<file path="src/hll_div.sv">
module hll_div #(
	parameter int unsigned NW = 64,
	parameter int unsigned DW = 49
) (
	input  logic          clk,
	input  logic          arst_n,
	input  logic          start,
	input  logic [NW-1:0] dividend,
	input  logic [DW-1:0] divisor,
	output logic          done,
	output logic [NW-1:0] quotient,
	output logic [DW-1:0] remainder
);
	localparam int unsigned CW = $clog2(NW + 1);

	logic [CW-1:0] cnt_q;
	logic          done_q;
	logic [NW-1:0] quot_q;
	logic [DW-1:0] rem_q;
	logic [DW:0]   sh;
	logic [DW+1:0] diff;
	logic          ge;

	always_comb begin
		sh   = {rem_q, quot_q[NW-1]};
		diff = {1'b0, sh} - {2'b00, divisor};
		ge   = ~diff[DW+1];
	end

	always_ff @(posedge clk or negedge arst_n) begin
		if (!arst_n) begin
			cnt_q  <= '0;
			done_q <= 1'b0;
		end else begin
			done_q <= 1'b0;
			if (start) begin
				cnt_q <= CW'(NW);
			end else if (cnt_q != '0) begin
				cnt_q <= cnt_q - 1'b1;
				if (cnt_q == CW'(1)) begin
					done_q <= 1'b1;
				end
			end
		end
	end

	always_ff @(posedge clk) begin
		if (start) begin
			quot_q <= dividend;
			rem_q  <= '0;
		end else if (cnt_q != '0) begin
			quot_q <= {quot_q[NW-2:0], ge};
			rem_q  <= ge ? diff[DW-1:0] : sh[DW-1:0];
		end
	end

	assign done      = done_q;
	assign quotient  = quot_q;
	assign remainder = rem_q;
endmodule

</file>
<file path="config.mk">
export PLATFORM = sky130hd
export DESIGN_NAME = hll_div
export DESIGN_NICKNAME = d
export VERILOG_FILES = /design/src/hll_div.sv
export SDC_FILE = /design/constraint.sdc
export NUM_CORES = 1
export LEC_CHECK = 0
export BUFFER_PORTS_ARGS = -buffer_cell sky130_fd_sc_hd__buf_2
export CAP_MARGIN = 0
export CELL_PAD_IN_SITES_DETAIL_PLACEMENT = 1
export CELL_PAD_IN_SITES_GLOBAL_PLACEMENT = 1
export CORE_MARGIN = 2
export CORE_UTILIZATION = 30
export DETAILED_ROUTE_END_ITERATION = 10
export GPL_TIMING_DRIVEN = 0
export PLACE_DENSITY_LB_ADDON = 0.2
export RECOVER_POWER = 25
export SYNTH_ARGS = -nofsm -noshare
export SYNTH_HDL_FRONTEND = slang
export SYNTH_SLANG_ARGS = --single-unit
</file>
<file path="constraint.sdc">
create_clock -name clk -period 3.9 [get_ports clk]
set_input_delay 0.39 -clock clk [delete_from_list [all_inputs] [get_ports clk]]
set_output_delay 0.39 -clock clk [all_outputs]
set_load 0.005 [all_outputs]
</file>
==> results of run 1 <==
## layer usage
metal  vias up  part of all wire  global-route usage
li1       3744                 -                   -
met1      3677              0.45               0.254
met2       134              0.50               0.338
met3        25             0.034              0.0282
met4         0             0.012              0.0502
met5         -                 0                   0
## timing repair
action	in CTS	in global routing
resized for setup	2	7
buffers inserted	1	3
endpoints found under the setup margin	45	42
hold endpoints to repair	8	0
hold buffers	1	0
pin swaps	1	2
## path summary, 6_finish.rpt
path / endpoint / depth (start not counted) / from
setup / recovery: quotient[0] / 14 / quotient[63]
hold / removal: quotient[43] / 2 / dividend[43]
setup reg to reg: quotient[0] / 14 / quotient[63]
hold reg to reg: remainder[8] / 2 / remainder[8]
max in group asynchronous: done / 2 / arst_n
min in group asynchronous: cnt_q[3] / 2 / arst_n
## kinds of logic (layout without fill, tap and decap cells)
| group | count (synthesis) | count (layout) | synth area share |
|---|---|---|---|
| XOR/XNOR | 37 | 37 | 0.0395 |
| AO/OA/AOI/OAI | 237 | 237 | 0.199 |
| buffers and inverters | 107 | 372 | 0.0553 |
| adder cells (fa/ha/maj) | 52 | 52 | 0.0802 |
| other | 0 | 1 | 0 |
| multiplexers | 78 | 78 | 0.105 |
| flip-flops | 121 | 121 | 0.378 |
| AND/OR/NAND/NOR | 245 | 245 | 0.143 |
## final cells by class
| class | count | area share |
|---|---|---|
| multi-input combinational | 649 | 0.453 |
| tap | 341 | 0.0412 |
| inverter | 64 | 0.0232 |
| buffer | 43 | 0.0213 |
| timing repair buffer | 233 | 0.108 |
| sequential | 121 | 0.300 |
| antenna | 1 | 0.000242 |
| clock buffer | 17 | 0.0411 |
| clock inverter | 15 | 0.0111 |
## through the flow
| step | total power (µW) | hold WS [ns] |
|---|---|---|
| floorplan | 4280 | 0.0944 |
| global placement | 5440 | 0.256 |
| detailed placement | 5490 | 0.254 |
| CTS | 7010 | 0.246 |
| global route | 7480 | 0.259 |
| finish | 6970 | 0.265 |
## power groups by stage
stage	registers [µW]	clock network, µW	logic, µW
3_3_place_gp	2130	0	3310
4_1_cts	2110	1510	3400
5_1_grt	2170	1560	3760
2_1_floorplan	2040	0	2240
3_5_place_dp	2130	0	3360
6_report	2100	1480	3390
## cell usage in the layout (no fill, tap or decap), types with 15 or more instances in the layout
| cell | instances |
|---|---|
| a211oi_1 | 24 |
| a21o_1 | 23 |
| a21oi_1 | 63 |
| a311oi_1 | 20 |
| buf_2 | 191 |
| clkbuf_1 | 71 |
| clkbuf_16 | 17 |
| dfxtp_1 | 49 |
| edfxtp_1 | 64 |
| ha_1 | 51 |
| inv_1 | 64 |
| mux2_2 | 65 |
| nand2_1 | 82 |
| nand3_1 | 15 |
| nor2_1 | 70 |
| o21ai_0 | 32 |
| xnor2_1 | 22 |
| xor2_1 | 15 |
## worst max-delay path: cells and delay by family, from the launching register on
kind                     cells  cell delay [ns]
flip-flops                   1             0.42
buffers and inverters        3             0.38
AO/OA/AOI/OAI                6             1.59
adder cells (fa/ha/maj)      2             0.55
multiplexers                 1             0.27
AND/OR/NAND/NOR              2             0.30
## flip-flops by register name (all words and copies together), names as in the netlist
signal and flops:
quotient 64, remainder 49, cnt_q 7, done 1
==> impl_metrics.py, run 1 <==
metrics = {
    "run_status": {
        "status": "finished clean",
    },
    "cts": {
        "cts_tree": "built",
        "cts_sinks": 121,
        "root_buffer": "clkbuf_16",
        "cts.reportedPaths.clkPinSlew_ns": 0.06,
        "cts_buffers": 17,
        "clk_path_buf_depth": 2,
        "clock_latency_ns": 0.43,
        "htree_levels": 4,
    },
    "pwr": {
        "intPower_uw": 3990,
        "power-per-cell-area_nw_per_um2": 674,
        "p_sw_frac": 0.428,
        "vdd_drop_max_mv": 0.265,
        "pwr-share-clk": 0.212,
        "power_leakage_uw": 0.00474,
        "p_switching_uw": 2990,
        "p_seq_frac": 0.302,
        "combPwrFrac": 0.486,
    },
    "synth": {
        "synth_top_area_frac": 0.234,
        "netlist_area_um2": 8210,
        "synth-edff-count": 64,
        "synth.top_cells.by_count": "nand2_1 (84), nor2_1 (70), mux2_2 (65), edfxtp_1 (64), inv_1 (64)",
        "synth_cell_types": 72,
        "syn_inst": 877,
        "synth_nets": 1045,
        "async_reset_ff_frac": 0.0661,
        "yosys_warnings": 0,
        "synth_area_per_cell_um2": 9.36,
        "synth.most_common_cell": "nand2_1",
        "synth_ff_type": "edfxtp_1",
        "yosysSeqAreaShare": 0.378,
        "synth-seq-cells": 121,
        "synthTopCellsByArea": "edfxtp_1 (23%), dfxtp_1 (12%), mux2_2 (8.9%)",
        "netlist.top_cell.by_area": "edfxtp_1",
    },
    "layout": {
        "design_area_um2": 10300,
        "drive_gt1_frac": 0.279,
        "fillerInstances": 3234,
        "final_core_util": 0.385,
        "syn_to_final_growth_pct": 26.1,
        "fin_cells": 1484,
        "seq_area_um2": 3100,
        "multiInputGateArea_um2": 4690,
        "nNetsFinal": 1297,
    },
    "place": {
        "placed_cells": 1446,
        "dp_slack_ns": -0.220,
        "io_buffers": 228,
        "place_area_um2": 9780,
        "hpwl_um": 21900,
        "globalplace.congestion": 0.845,
    },
    "floorplan": {
        "fp.dieH_um": 169,
        "io_pins": 230,
        "rows": 60,
        "core_um2": 26900,
        "die_area_um2": 28700,
        "die-width_um": 169,
        "initial_utilization": 0.305,
    },
    "setup_path": {
        "reg2reg_slack_ns": 0.13,
        "setup.worst_path.end_class": "register",
        "start_kind": "register",
        "crit_fanout": 10,
        "crit_required_ns": 4.07,
        "cp.arrival_ns": 3.94,
        "path_class": "register to register",
        "cpPeakStageDelay_ns": 0.45,
        "crit_chain": "inv_1 -> ha_1 -> inv_1 -> fa_1 -> a21o_1 -> a311o_2 -> a211oi_4 -> nor3_2 -> o21bai_4 -> a2111oi_4 -> o211ai_1 -> nand2_2 -> buf_4 -> mux2_2",
        "cp_slowest_cell": "a311o_2",
        "crit_top_cell": "inv_1",
    },
    "sta": {
        "setup_viol": 0,
        "tns_ns": 0,
        "finalCritPeriodShare": 0.967,
        "slew_headroom": 0.419,
        "fin_crit_ns": 3.77,
        "fmax_mhz": 265,
        "layout_setup_ws_ns": 0.128,
        "worst_slew_pin_slew_ns": 0.870,
        "finalHoldViolations": 0,
        "slew_violations": 0,
        "fin_skew_ns": 0.0120,
    },
    "detailed_routing": {
        "routed_wl_um": 28300,
        "first_iter_violations": 288,
        "wl_per_cell_um": 19.1,
        "remaining_drc_errors": 0,
        "first_pass_iters": 6,
        "drtAntennaViolNets": 0,
        "vias": 7580,
        "vias_per_cell": 5.11,
    },
    "global_routing": {
        "antenna_found_initial": 1,
        "grt_max_degree": 65,
        "grt_util_all_layers": 0.195,
        "grt_first_pass_wirelength_um": 43600,
        "first_global_vias": 7902,
        "grt-ovfl-total": 0,
    },
    "run": {
        "maxCapViolCount": 0,
    },
    "min_path": {
        "hp-class": "input port to register",
    },
}
Note: power is estimated with default switching activity, not from simulation.
==> run 2: changes to the inputs <==
- CORE_ASPECT_RATIO: not set -> 1.4
- PLACE_DENSITY_LB_ADDON: 0.2 -> 0.08
==> run 2 against run 1 <==
- cell count increased by 2.0%
- setup slack better by 0.036 ns
- sequential share of layout area shrank 0.64 points
- die area hardly changed
- register-to-register slack improved by 0.04 ns
- largest cell class unchanged
- critical endpoint is now remainder[42]
- wire length is 1.2% higher
- count of clock-buffer cells in the layout grew 4
- global-route usage is 0.41 points higher
- highest routed layer is now met5
- critical path type unchanged
- via count increased by 1.4%
- clock power rose by 7%
==> impl_metrics.py, run 2 (synthesis results as in run 1) <==
metrics = {
    "run_status": {
        "status": "finished clean",
    },
    "global_routing": {
        "grt_max_degree": 65,
        "grt-ovfl-total": 0,
        "grt_util_all_layers": 0.199,
        "first_global_vias": 8109,
        "antenna_found_initial": 1,
        "grt_first_pass_wirelength_um": 44100,
    },
    "cts": {
        "cts_sinks": 121,
        "htree_levels": 4,
        "cts_buffers": 17,
        "cts.reportedPaths.clkPinSlew_ns": 0.06,
        "clk_path_buf_depth": 2,
        "clock_latency_ns": 0.42,
        "root_buffer": "clkbuf_16",
        "cts_tree": "built",
    },
    "pwr": {
        "p_switching_uw": 3010,
        "p_sw_frac": 0.415,
        "combPwrFrac": 0.494,
        "power_leakage_uw": 0.00484,
        "power-per-cell-area_nw_per_um2": 686,
        "p_seq_frac": 0.289,
        "vdd_drop_max_mv": 0.365,
        "pwr-share-clk": 0.218,
        "intPower_uw": 4240,
    },
    "layout": {
        "nNetsFinal": 1303,
        "final_core_util": 0.393,
        "drive_gt1_frac": 0.294,
        "largest_reg_flops": 64,
        "seq_area_um2": 3100,
        "final_cell_mix": "buf_2 (197), nand2_1 (82), nor2_1 (70)",
        "layout_commonest_cell": "buf_2",
        "antenna_cells": 0,
        "multiInputGateArea_um2": 4750,
        "fillerInstances": 3186,
        "syn_to_final_growth_pct": 28.8,
    },
    "detailed_routing": {
        "remaining_drc_errors": 0,
        "vias": 7686,
        "vias_per_cell": 5.08,
        "drtAntennaViolNets": 0,
        "first_iter_violations": 201,
        "wl_per_cell_um": 18.9,
        "routed_wl_um": 28700,
        "first_pass_iters": 4,
    },
    "floorplan": {
        "io_pins": 230,
        "die-width_um": 144,
        "initial_utilization": 0.305,
        "core_um2": 26900,
        "rows": 71,
        "die_area_um2": 28700,
        "fp.dieH_um": 200,
    },
    "setup_path": {
        "cp.arrival_ns": 4.05,
        "setup.worst_path.end_class": "register",
        "path_class": "register to register",
        "crit_required_ns": 4.22,
        "start_kind": "register",
        "cp-startpoint": "quotient[63]",
        "crit_fanout": 10,
        "r2r-start": "quotient[63]",
    },
    "place": {
        "hpwl_um": 22100,
        "globalplace.congestion": 0.800,
        "io_buffers": 228,
    },
    "sta": {
        "setup_viol": 0,
        "fin_skew_ns": 0.00997,
        "slew_violations": 0,
        "finalCritPeriodShare": 0.958,
        "finalHoldViolations": 0,
        "fin_crit_ns": 3.74,
        "worst_slew_pin_slew_ns": 0.864,
        "fmax_mhz": 268,
        "slew_headroom": 0.424,
        "whs_ns": 0.261,
    },
    "min_path": {
        "hp-class": "input port to register",
        "min_from": "dividend[38]",
    },
    "run": {
        "maxCapViolCount": 0,
    },
}
-- run 2: cell count changes in the layout (fill, tap and decap cells not counted), moves of 4 or more --
cell | previous run | this run
a311oi_2 | 1 | 8
clkbuf_1 | 71 | 67
buf_2 | 191 | 197
inv_6 | 5 | 1
a311oi_1 | 20 | 13
-- run 2: stage by stage --
step | worst slack (ns) | total power [µW] | cell area (µm²) | std cells | setup TNS, ns
floorplan | 0.508 | 4280 | 8210 | 877 | 0
global placement | -0.930 | 5500 | 9800 | 1470 | -60.71
detailed placement | -0.220 | 5510 | 9810 | 1470 | -4.02
CTS | 0.00534 | 7180 | 10400 | 1504 | 0
global route | -0.0175 | 7800 | 10600 | 1513 | -0.125
finish | 0.164 | 7250 | 10600 | 1513 | 0
-- run 2: power groups by stage --
stage	Combinational [µW]	Sequential, µW	Clock (µW)
2_1_floorplan	2240	2040	0
6_report	3580	2090	1580
4_1_cts	3450	2100	1630
3_3_place_gp	3380	2120	0
3_5_place_dp	3400	2120	0
5_1_grt	3970	2150	1670
-- run 2: critical path, cell delays in order, from the launching register on --
cell       delay, ns
edfxtp_1        0.42
inv_1           0.08
ha_2            0.18
inv_1           0.05
fa_2            0.35
a21o_1          0.20
a311o_2         0.42
a211oi_4        0.32
nor3_4          0.09
o21bai_4        0.22
a2111oi_4       0.12
o211a_1         0.25
buf_6           0.15
nor2_8          0.25
buf_8           0.16
nand2_1         0.06
a311oi_1        0.29
-- run 2: cell type report --
cell class | count | share of cell area
repair buffers | 239 | 0.113
clock inverters | 11 | 0.0118
well taps | 365 | 0.0432
multi-input cells | 649 | 0.449
clock buffers | 21 | 0.0426
inverters | 64 | 0.0227
plain buffers | 43 | 0.0237
flip-flops and latches | 121 | 0.294
-- run 2: layer usage --
metal  part of all wire  track usage  routed length [µm]
met1               0.43        0.236               12200
met2               0.51        0.353               14500
met3              0.051       0.0474                1450
met4              0.018       0.0632                 503
met5            0.00045            0                  13
-- run 2: final timing paths --
path | endpoint | slack (ns) | cells past startpoint
setup / recovery | remainder[42] | 0.16 | 16
hold / removal | quotient[38] | 0.26 | 2
setup reg to reg | remainder[42] | 0.16 | 16
hold reg to reg | remainder[12] | 0.51 | 2
max in group asynchronous | cnt_q[2] | 3.12 | 2
min in group asynchronous | done | 0.45 | 2
-- run 2: what timing repair did --
action / 4_1_cts / 5_1_grt
resized for setup: 5 / 25
gates cloned: 0 / 1
hold buffers: 1 / 0
setup endpoints to repair: 46 / 47
pin swaps: 1 / 9
setup buffers: 1 / 8
endpoints found under the hold margin: 8 / 0
==> run 3: changes to the inputs <==
- ABC_AREA: not set -> 1
- BUFFER_PORTS_ARGS: -buffer_cell sky130_fd_sc_hd__buf_2 -> not set
- DONT_BUFFER_PORTS: not set -> 1
==> run 3 against run 2 <==
- setup slack better by 0.52 ns
- combinational power up 34%
- fmax up 16%
- die area up 20%
- total power up 21%
- critical endpoint is now remainder[25]
- largest cell class unchanged
- largest power group unchanged
==> impl_metrics.py, run 3 <==
metrics = {
    "synth": {
        "netlist.top_cell.by_area": "nand2_1",
        "netlist_area_um2": 9910,
        "synth_top_family_by_area": "simple AND/OR/NAND/NOR gates",
        "synth_fa_ha_area_frac": 0.0664,
        "synthTopCellsByArea": "nand2_1 (26%), edfxtp_1 (19%), inv_1 (13%)",
        "synth_nets": 1803,
        "async_reset_ff_frac": 0.0661,
        "synth_top_area_frac": 0.261,
        "synth_area_per_cell_um2": 6.06,
        "synth.most_common_cell": "nand2_1",
        "synth-xor-area-share": 0.0221,
        "yosys_warnings": 0,
        "synth.top_cells.by_count": "nand2_1 (690), inv_1 (336), nand3_1 (140), nor2_1 (86), edfxtp_1 (64)",
        "synth_ff_type": "edfxtp_1",
        "synth-seq-cells": 121,
        "synth-edff-count": 64,
        "synthSimpleGateAreaFrac": 0.410,
        "yosysSeqAreaShare": 0.313,
        "syn_inst": 1635,
        "synth_compound_area_frac": 0.0408,
        "synth_cell_types": 38,
        "synthMuxAreaShare": 0,
    },
    "setup_path": {
        "crit_top_cell": "nand3_1",
        "cp_slowest_cell": "clkbuf_1",
        "cpPeakStageDelay_ns": 0.65,
        "crit_fanout": 10,
        "reg2reg_slack_ns": 0.68,
        "setup.worst_path.end_class": "register",
        "rr_worst_depth": 13,
        "crit_required_ns": 4.24,
        "cp-startpoint": "quotient[63]",
        "r2r_end": "remainder[25]",
        "worstSetupEndpoint": "remainder[25]",
        "path_class": "register to register",
        "cp.arrival_ns": 3.56,
        "crit_chain": "inv_1 -> ha_1 -> inv_1 -> fa_1 -> nand3_1 -> nand3_2 -> nand2_1 -> nand2_2 -> nand2_2 -> clkbuf_1 -> nand3_1 -> nand3_1 -> nand2_1",
        "r2r-start": "quotient[63]",
        "start_kind": "register",
    },
    "floorplan": {
        "die-width_um": 158,
        "io_pins": 230,
        "die_area_um2": 34500,
        "initial_utilization": 0.305,
        "core_um2": 32500,
        "rows": 78,
        "fp.dieH_um": 219,
    },
    "detailed_routing": {
        "first_iter_violations": 372,
        "routed_wl_um": 38000,
        "drtAntennaViolNets": 0,
        "vias_per_cell": 4.60,
        "remaining_drc_errors": 0,
        "wl_per_cell_um": 18.0,
        "first_pass_iters": 4,
        "vias": 9701,
    },
    "sta": {
        "worst_slew_pin_slew_ns": 0.830,
        "rsz0062_at_grt": "no",
        "fin_skew_ns": 0.0160,
        "tns_ns": 0,
        "setup_viol": 0,
        "finalCritPeriodShare": 0.825,
        "slew_violations": 0,
        "whs_ns": 0.135,
        "fin_crit_ns": 3.22,
        "slew_headroom": 0.447,
        "layout_setup_ws_ns": 0.681,
        "finalHoldViolations": 0,
        "fmax_mhz": 311,
    },
    "run": {
        "maxCapViolCount": 0,
    },
    "global_routing": {
        "first_global_vias": 9840,
        "grt_util_all_layers": 0.221,
        "grt_util_met3": 0.0391,
        "gr-usage-met1": 0.251,
        "grt_first_pass_wirelength_um": 56700,
        "grt_use_met2": 0.402,
        "grt.busiest_layer": "met2",
        "antenna_found_initial": 0,
        "grt_max_degree": 62,
        "grt-ovfl-total": 0,
    },
    "layout": {
        "fin_cells": 2108,
        "largest_reg_flops": 64,
        "nNetsFinal": 1824,
        "final_cell_mix": "nand2_1 (690), inv_1 (336), nand3_1 (140)",
        "layout_commonest_cell": "nand2_1",
        "syn_to_final_growth_pct": 12.1,
        "design_area_um2": 11100,
        "antenna_cells": 0,
        "drive_gt1_frac": 0.0456,
    },
    "pwr": {
        "power-per-cell-area_nw_per_um2": 792,
        "power_leakage_uw": 0.00619,
        "vdd_drop_max_mv": 0.267,
    },
    "cts": {
        "cts.reportedPaths.clkPinSlew_ns": 0.07,
        "cts_buffers": 17,
        "clock_latency_ns": 0.45,
        "htree_levels": 4,
        "clk_path_buf_depth": 2,
        "root_buffer": "clkbuf_16",
        "post_cts_resized": 0,
        "cts_tree": "built",
        "cts_sinks": 121,
    },
    "place": {
        "globalplace.congestion": 0.894,
        "hpwl_um": 31400,
        "placed_cells": 2076,
        "place_area_um2": 10500,
        "dp_slack_ns": 0.641,
        "io_buffers": 0,
    },
    "min_path": {
        "hp-class": "input port to register",
    },
    "run_status": {
        "status": "finished clean",
    },
}
==> run 3: how the worst min path moves through the flow <==
stage,from,endpoint,slack (ns),cells past startpoint
after floorplan,arst_n,cnt_q[0],0.09,0
after global placement,arst_n,done,0.09,0
after detailed placement,arst_n,done,0.09,0
after CTS,dividend[47],quotient[47],0.12,2
after global routing,dividend[47],quotient[47],0.13,2
final,dividend[56],quotient[56],0.13,2
==> run 3: per-layer routing <==
layer / part of all wire / vias to the layer above
li1: - / 5000
met4: 0.033 / 0
met5: 0 / -
met2: 0.52 / 181
met3: 0.038 / 41
met1: 0.41 / 4479
==> run 3: report_power, final <==
| part | internal [µW] | switching [µW] | total [µW] |
|---|---|---|---|
| clock network | 1060 | 670 | 1730 |
| logic | 1550 | 3260 | 4800 |
| registers | 1790 | 461 | 2260 |
==> run 3: cell type report <==
| class | count | area [µm²] |
|---|---|---|
| multi-input cells | 1132 | 5340 |
| clock inverters | 12 | 174 |
| inverters | 343 | 1290 |
| clock buffers | 19 | 433 |
| flip-flops and latches | 121 | 3100 |
| plain buffers | 39 | 181 |
| well taps | 440 | 551 |
| fillers | 4284 | 21400 |
| repair buffers | 2 | 37.5 |
==> run 3: critical path, delay by kind of cell, from the launching register on <==
family | cells | cell delay, ns
AND/OR/NAND/NOR | 8 | 1.17
buffers and inverters | 3 | 0.86
flip-flops | 1 | 0.47
adder cells (fa/ha/maj) | 2 | 0.60
==> run 3: per-stage QoR <==
| stage | total power, µW | utilization |
|---|---|---|
| after global placement | 7090 | 0.322 |
| after CTS | 8940 | 0.342 |
| after detailed placement | 7160 | 0.323 |
| final | 8790 | 0.342 |
| after global routing | 9620 | 0.342 |
| after floorplan | 5530 | - |
==> run 3: repair_timing <==
item	CTS	global route
hold buffers	1	0
endpoints found under the setup margin	0	0
setup buffers	0	0
hold endpoints to repair	8	0
==> run 3: cells by family (layout without fill, tap and decap cells) <==
family                   after synthesis  count (layout)
AO/OA/AOI/OAI                         75              75
AND/OR/NAND/NOR                      980             980
XOR/XNOR                              25              25
buffers and inverters                382             415
flip-flops                           121             121
adder cells (fa/ha/maj)               52              52
